[src/plc_pkg.sv]
package plc_pkg;

  // Field widths
  localparam int KIND_W  = 3;
  localparam int POS_W   = 8;
  localparam int VALUE_W = 32;
  localparam int STAT_W  = 2;
  localparam int COUNT_W = 7;

  // Default number of slots
  localparam int CAPACITY_DEF = 64;

  // Request kinds
  localparam logic [KIND_W-1:0] KIND_READ      = 3'd0;
  localparam logic [KIND_W-1:0] KIND_INS_FRONT = 3'd1;
  localparam logic [KIND_W-1:0] KIND_INS_BACK  = 3'd2;
  localparam logic [KIND_W-1:0] KIND_INS_POS   = 3'd3;
  localparam logic [KIND_W-1:0] KIND_DELETE    = 3'd4;

  // Result status codes
  localparam logic [STAT_W-1:0] ST_DONE    = 2'd0;
  localparam logic [STAT_W-1:0] ST_IGNORED = 2'd1;
  localparam logic [STAT_W-1:0] ST_FULL    = 2'd2;

  // Broadcast control seen by every cell
  typedef struct packed {
    logic               ins;    // insert value at slot 'at'
    logic               del;    // remove slot 'at'
    logic               rd;     // drive slot 'at' onto the read taps
    logic [POS_W-1:0]   at;
    logic [VALUE_W-1:0] value;
  } cell_ctrl_t;

endpackage

[src/plc_cell.sv]
module plc_cell import plc_pkg::*; #(
  parameter int IDX = 0
) (
  input  logic               clk,
  input  cell_ctrl_t         ctrl,
  input  logic [VALUE_W-1:0] left,   // value of slot IDX-1
  input  logic [VALUE_W-1:0] right,  // value of slot IDX+1
  output logic [VALUE_W-1:0] value,
  output logic [VALUE_W-1:0] tap
);

  localparam logic [POS_W-1:0] MY_IDX = POS_W'(IDX);

  // Shift up on insert, shift down on delete, load at the insert slot
  always_ff @(posedge clk) begin
    if (ctrl.ins) begin
      if (MY_IDX > ctrl.at) begin
        value <= left;
      end else if (MY_IDX == ctrl.at) begin
        value <= ctrl.value;
      end
    end else if (ctrl.del) begin
      if (MY_IDX >= ctrl.at) begin
        value <= right;
      end
    end
  end

  // Read tap: zero unless this slot is addressed
  assign tap = (ctrl.rd && (MY_IDX == ctrl.at)) ? value : '0;

endmodule

[config.mk]
export PLATFORM = sky130hd
export DESIGN_NAME = plc_cell
export DESIGN_NICKNAME = d
export VERILOG_FILES = /design/src/plc_pkg.sv /design/src/plc_cell.sv
export SDC_FILE = /design/constraint.sdc
export NUM_CORES = 1
export LEC_CHECK = 0
export BUFFER_PORTS_ARGS = -buffer_cell sky130_fd_sc_hd__buf_2
export CAP_MARGIN = 25
export CORE_AREA = 2 2 101 79
export CTS_BUF_LIST = sky130_fd_sc_hd__clkbuf_16
export CTS_CLUSTER_DIAMETER = 80
export DETAILED_ROUTE_END_ITERATION = 10
export DIE_AREA = 0 0 103 81
export PLACE_DENSITY = 0.66
export SETUP_SLACK_MARGIN = 0.1
export SYNTH_ARGS = -nofsm -noshare
export SYNTH_HDL_FRONTEND = slang
export SYNTH_SLANG_ARGS = --single-unit
[constraint.sdc]
create_clock -name clk -period 11.05 [get_ports clk]
set_input_delay 2.7625 -clock clk [delete_from_list [all_inputs] [get_ports clk]]
set_output_delay 2.7625 -clock clk [all_outputs]
set_load 0.05 [all_outputs]
==> metrics, run 1 <==
status completed; clock transition at the registers of the reported paths 0.05 ns; Die H 81 um; final worst-path cycle share 67.0%; Detailed Routing Iterations Pass 1 4; fraction of synthesized cell area in xor and xnor cells 0%; Initial Util 25.8%; Via density 4.24; Die W 103 um; combinational share of power 11.7%; cts hold-fix bufs 0; Slew Limit Fails 0; first-pass GRT wire length 7.50 mm; max_slew headroom 31.5%; P_leak 1.20 nW; internal power 0.235 mW; initial antenna violation count 0; GP Congestion 0.675; CTS resizes 0; H-tree depth 2; Flop pwr share 45.6%; Syn Nets 255; RSZ-0062 raised after global routing no; worst hold path type input pin to flip-flop; CP required 8.29 ns; Overflow after GRT 0; hold depth 2; Hold Vio Cnt, Final 0; area occupied by registers 961 um2; vias in the first global route 1541; n_diodes 0; Max Fclk 135 MHz; max reg flops 32; Post-Synth Adder-Cell Area 0%; actual slew at the worst max-slew pin 1.03 ns; CTS tree yes; Warnings, synthesis 0; Tot GR Track Use 12.0%; wirelength, routed 5.03 mm; clock network power share 42.7%; DR vias 1637; Syn-to-layout area delta 43.7%; Tot Pwr 0.297 mW; Max FO, Critical Path 33; cell row count 28; switch share 20.9%; Post-CTS Setup Bufs 0; placed cells 378; core area 7500 um2; pin count of the biggest net entering global routing 34; Nets 388; DRC 0; CTS Buffer Depth 2; I/O pins 172; crit path DAT 4.64 ns; sequential area share after synthesis 49.7%; FILL cells 777; largest family of logic cells by synthesized area simple AND/OR/NAND/NOR gates; Avg Inst Size Synth 13.1 um2; Pwr Density 107 nW/um2; Post-Route Setup TNS 0 ns; CP startpoint kind input pin; Routed WL per cell 13.0 um; P_sw 0.0621 mW; Top reg by flops value; Num Clock Sinks 32; clk root buf clkbuf_16; Starting DRT DRC Count 48; remaining antenna violation count 0; mapped cell area 1930 um2; Mapped Cells 147; crit end category output port; Setup Crit Path Kind input pin to output port; Seq cells post-synth 32; peak supply drop 0.0422 mV; total CTS buffers 5; max_cap viols 0; final setup violation count 0; multi-input logic area 837 um2; port bufs 139; layout cells sized above 1 75.1%; final cell count without fillers 386; Detailed Place HPWL 3.65 mm; Synth Area in Simple Gates 24.4%; DIE AREA 8340 um2; largest registers value x32; post-synthesis compound-gate area fraction 0%; multiplexer area fraction after synthesis 18.7%; Cell variety after synth 13; fin crit period 7.40 ns
## through the flow
step | hold WS [ns] | area, um2 | setup slack, ns | util, %
6_report | 2.79 | 2780 | 3.65 | 37.0
2_1_floorplan | 2.98 | 1930 | 3.76 | -
3_5_place_dp | 3.07 | 2640 | 3.63 | 35.2
4_1_cts | 2.78 | 2780 | 3.62 | 37.0
5_1_grt | 2.78 | 2780 | 3.53 | 37.0
3_3_place_gp | 3.06 | 2640 | 3.66 | 35.2
## routing by layer
metal	share of wire, %	global-route usage, %
met5	0	0
met4	0.80	3.55
met3	9.6	4.48
met2	49	21.2
met1	41	13.6
## final timing paths
kind	start	end	slack (ns)
hold / removal	right[5]	value[5]	2.79
setup / recovery	ctrl[39]	tap[0]	3.65
## Yosys cell counts, drive strengths merged
library cell	number	area (um2)
nor3	33	328
edfxtp	32	961
mux2	32	360
nand2	32	120
buf	11	125
clkbuf	4	15.0
or4	2	18.8
nor2	1	3.75
## placed cells by master (no fill, tap or decap)
| master | Yosys | layout |
|---|---|---|
| buf_4 | 0 | 2 |
| edfxtp_1 | 32 | 32 |
| nor3_2 | 28 | 29 |
| buf_2 | 4 | 139 |
| clkinv_1 | 0 | 1 |
| or4_2 | 0 | 1 |
| nand2_1 | 32 | 32 |
| nor3_1 | 3 | 2 |
| clkbuf_16 | 0 | 5 |
| or4_4 | 1 | 1 |
| mux2_2 | 32 | 32 |
| nor3_4 | 2 | 2 |
| nor2_1 | 1 | 1 |
| inv_1 | 0 | 2 |
## logic make-up (layout without fill, tap and decap cells)
logic type	Yosys count	count (layout)
multiplexers	32	32
AND/OR/NAND/NOR	68	68
flip-flops	32	32
buffers and inverters	15	149
## worst max-delay path, stage by stage
cell    delay [ns]
buf_2         0.10
or4_2         1.15
nor3_1        0.32
buf_2         0.30
## power by group through the flow
stage                     Combinational (mW)  Clock [mW]  Sequential (mW)
after floorplan                       0.0202           0            0.139
after global placement                0.0341           0            0.138
after detailed placement              0.0352           0            0.138
after CTS                             0.0354       0.134            0.135
after global routing                  0.0386       0.138            0.135
final                                 0.0347       0.127            0.135
## cell type report
type / instances / area share (%)
Timing Repair Buffer: 141 / 25.6
Multi-Input combinational cell: 100 / 30.1
Clock buffer: 5 / 4.51
Sequential cell: 32 / 34.6
Clock inverter: 3 / 0.406
Tap cell: 105 / 4.73
No activity file was read; power rests on OpenSTA's default activity.
==> inputs of run 2 (changes only) <==
- ABC_AREA: not set -> 1
- CORE_AREA: 2 2 101 79 -> 2 2 97 76
- DIE_AREA: 0 0 103 81 -> 0 0 99 78
- PLACE_DENSITY: 0.66 -> 0.67
- clock period: 11.05 -> 6.9 ns (I/O delays scaled with it)
==> metrics, run 2 <==
P_leak 1.35 nW; Nets 394; cell row count 26; Via density 3.98; P_sw 0.0883 mW; crit path DAT 3.08 ns; Hold Vio Cnt, Final 0; WP depth 8; max reg flops 32; total CTS buffers 5; Cell variety after synth 11; final hold slack 1.75 ns; peak supply drop 0.0712 mV; Routed WL per cell 11.2 um; first-pass GRT wire length 6.64 mm; Detailed Routing Iterations Pass 1 4; Warnings, synthesis 0; DP Worst Slack 1.90 ns; Overflow after GRT 0; CTS resizes 0; Mapped Cells 145; final setup violation count 0; final worst-path cycle share 69.6%; crit path buf inv count 3; Pwr Density 173 nW/um2; Yosys top cell by area edfxtp_1; crit end category output port; Area contributors post-synth edfxtp_1, mux2_2, nor2_2, inv_1, buf_6; RSZ-0062 raised after global routing no; final worst setup slack 2.10 ns; initial antenna violation count 0; post-synth top area share 54.4%; GP Congestion 0.711; placed cells 362; Slew Limit Fails 0; layout cells sized above 1 73.8%; Die W 99 um; cts hold-fix bufs 0; Detailed Place HPWL 3.20 mm; FILL cells 669; share of synthesized flip-flops with an asynchronous set or reset 0%; Tot Pwr 0.463 mW; clock transition at the registers of the reported paths 0.05 ns; CP max stage delay 0.30 ns; CP startpoint kind input pin; I/O pins 172; Primary FF master, synth edfxtp_1; core area 6670 um2; fin crit period 4.80 ns; Flop pwr share 46.8%; actual slew at the worst max-slew pin 0.742 ns; Top reg by flops value; remaining antenna violation count 0; combinational share of power 9.8%; DR vias 1472; GR Util met2 18.6%; CTS tree yes; max_slew headroom 50.5%; post-route cell area 2670 um2; Post-synth top cells edfxtp_1, inv_1, mux2_2; pin count of the biggest net entering global routing 34; internal power 0.374 mW; sequential area share after synthesis 54.4%; Max Fclk 208 MHz; max_cap viols 0; Top delay family on crit path simple AND/OR/NAND/NOR gates; Syn Nets 253; Setup Crit Path Kind input pin to output port; final cell count without fillers 370; worst hold path type input pin to flip-flop; most frequent cells in the layout buf_2, inv_1, mux2_2, edfxtp_1, nor2_2; Post-CTS Setup Bufs 0; largest registers value x32; Num Clock Sinks 32; Avg Inst Size Synth 12.2 um2; clock network power share 43.4%; GRT busiest layer met2; wirelength, routed 4.14 mm; EDFF count, synth 32; mapped cell area 1770 um2; hold depth 2; M3 GR Usage 3.24%; clk root buf clkbuf_16; most common cell after layout, fill and taps aside buf_2; CP required 5.18 ns; Initial Util 26.5%; DP Area 2510 um2; CTS Buffer Depth 2; met1 GRT Util 13.0%; H-tree depth 2; Max FO, Critical Path 17; vias in the first global route 1496; Util after Layout 40.0%; Tot GR Track Use 10.8%; n_diodes 0; Seq cells post-synth 32; Starting DRT DRC Count 29; slowest CP cell nand2_2; crit-path cells buf_2 > nor2_1 > nand2_1 > nor2_1 > nand2_2 > buf_16 > nor2_2 > buf_2; switch share 19.1%; DIE AREA 7720 um2; port bufs 139; Syn-to-layout area delta 51.1%; Die H 78 um; status completed; Post-Route Setup TNS 0 ns; DRC 0
-- run 2: area by class of cell --
type | count | area, um2 | area share [%]
sequential | 32 | 961 | 36.0
timing repair buffer | 141 | 731 | 27.4
multi-input combinational | 74 | 617 | 23.1
clock buffer | 5 | 125 | 4.69
inverter | 32 | 120 | 4.50
tap | 84 | 105 | 3.94
clock inverter | 2 | 8.76 | 0.328
-- run 2: per-layer routing --
metal | wire length (um) | up-vias
li1 | - | 744
met1 | 1740 | 638
met2 | 1940 | 86
met3 | 425 | 4
met4 | 25 | 0
met5 | 0 | -
-- run 2: final timing paths --
path | startpoint | slack (ns) | endpoint
hold / removal | ctrl[30] | 1.75 | value[30]
setup / recovery | ctrl[33] | 2.10 | tap[27]
-- run 2: kinds of logic after synthesis --
family,Yosys count,synth area share [%]
simple gates,42,14.2
mux,32,20.4
flops,32,54.4
buf+inv,39,10.9
-- run 2: power groups by stage --
stage / registers, mW / clock network, mW / logic, mW
floorplan: 0.222 / 0 / 0.0223
global placement: 0.220 / 0 / 0.0448
detailed placement: 0.220 / 0 / 0.0462
CTS: 0.216 / 0.210 / 0.0464
global route: 0.216 / 0.221 / 0.0506
finish: 0.217 / 0.201 / 0.0454
==> inputs of run 3 (changes only) <==
- clock period: 6.9 -> 4.7 ns (I/O delays scaled with it)
==> metrics, run 3 (synthesis gave the netlist of run 2 again) <==
RSZ-0062 raised after global routing no; P_sw 0.127 mW; Top delay family on crit path buffers and inverters; layout cells sized above 1 73.5%; Starting DRT DRC Count 25; final worst setup slack 0.882 ns; wirelength, routed 4.29 mm; Pwr Density 255 nW/um2; core area 6670 um2; DIE AREA 7720 um2; Initial Util 26.5%; clk root buf clkbuf_16; final hold slack 1.21 ns; Top reg by flops value; port bufs 139; hold depth 2; cts hold-fix bufs 0; max_cap viols 0; GP Congestion 0.678; Overflow after GRT 0; Post-CTS Setup Bufs 0; pin count of the biggest net entering global routing 33; P_leak 1.34 nW; DR vias 1486; DP Area 2520 um2; clock network power share 43.0%; fin crit period 3.82 ns; actual slew at the worst max-slew pin 0.481 ns; multi-input logic area 617 um2; first-pass GRT wire length 6.72 mm; HP Start right[4]; FILL cells 666; Routed WL per cell 11.5 um; CTS tree yes; H-tree depth 2; Hold Path End value[4]; final worst-path cycle share 81.2%; crit end category output port; DRC 0; most frequent cells in the layout buf_2, mux2_2, inv_1, edfxtp_1, nor2_2; internal power 0.549 mW; max reg flops 32; total CTS buffers 5; crit-path cells buf_2 > nor2_1 > nand2_1 > nor2_1 > nand2_2 > buf_4 > nor2_2 > buf_2; combinational share of power 10.0%; Syn-to-layout area delta 50.3%; Num Clock Sinks 32; Nets 395; I/O pins 172; CP required 3.52 ns; Util after Layout 39.8%; max_slew headroom 67.8%; worst hold path type input pin to flip-flop; final setup violation count 0; Post-Route Setup TNS 0 ns; DP Worst Slack 0.838 ns; Slew Limit Fails 0; Flop pwr share 47.0%; remaining antenna violation count 0; CTS resizes 0; Tot GR Track Use 11.0%; post-route cell area 2650 um2; peak supply drop 0.128 mV; n_diodes 0; vias in the first global route 1507; slowest CP cell buf_4; placed cells 364; crit path DAT 2.64 ns; largest registers value x32; Hold Vio Cnt, Final 0; status completed; Max Fclk 262 MHz; area occupied by registers 961 um2; Max FO, Critical Path 17; Setup Crit Path Kind input pin to output port; final cell count without fillers 371; Die H 78 um; CTS Buffer Depth 2; cell row count 26; Detailed Place HPWL 3.38 mm; CP startpoint kind input pin; CP max stage delay 0.36 ns; Via density 4.01; Detailed Routing Iterations Pass 1 4; initial antenna violation count 0; Tot Pwr 0.677 mW; crit path buf inv count 3; clock transition at the registers of the reported paths 0.05 ns; switch share 18.8%; Die W 99 um; most common cell after layout, fill and taps aside buf_2
==> run 3: worst max path at each step <==
stage              from        to  slack [ns]  cells after the start
2_1_floorplan  ctrl[42]  value[0]        0.46                      4
3_3_place_gp   ctrl[33]   tap[20]        0.86                      8
3_5_place_dp   ctrl[33]   tap[20]        0.84                      8
4_1_cts        ctrl[33]   tap[20]        0.84                      8
5_1_grt        ctrl[38]   tap[20]        0.71                      8
6_report       ctrl[33]   tap[20]        0.88                      8
==> run 3: layout make-up <==
cell class                 count  share of cell area (%)
sequential                    32                    36.2
timing repair buffer         142                    27.1
multi-input combinational     74                    23.2
clock buffer                   5                    4.71
inverter                      32                    4.53
tap                           84                    3.96
clock inverter                 2                   0.283
==> run 3: power groups by stage <==
stage	logic, mW	registers [mW]	clock network, mW
after floorplan	0.0327	0.326	0
after global placement	0.0669	0.324	0
after detailed placement	0.0691	0.324	0
after CTS	0.0697	0.318	0.306
after global routing	0.0753	0.318	0.317
final	0.0678	0.318	0.291
==> run 3: routing by layer <==
metal | track usage (%) | up-vias | routed length (um)
met3 | 3.69 | 2 | 433
met2 | 18.4 | 84 | 1980
met1 | 13.5 | 656 | 1850
met5 | 0 | - | 0
li1 | - | 744 | -
met4 | 2.88 | 0 | 17
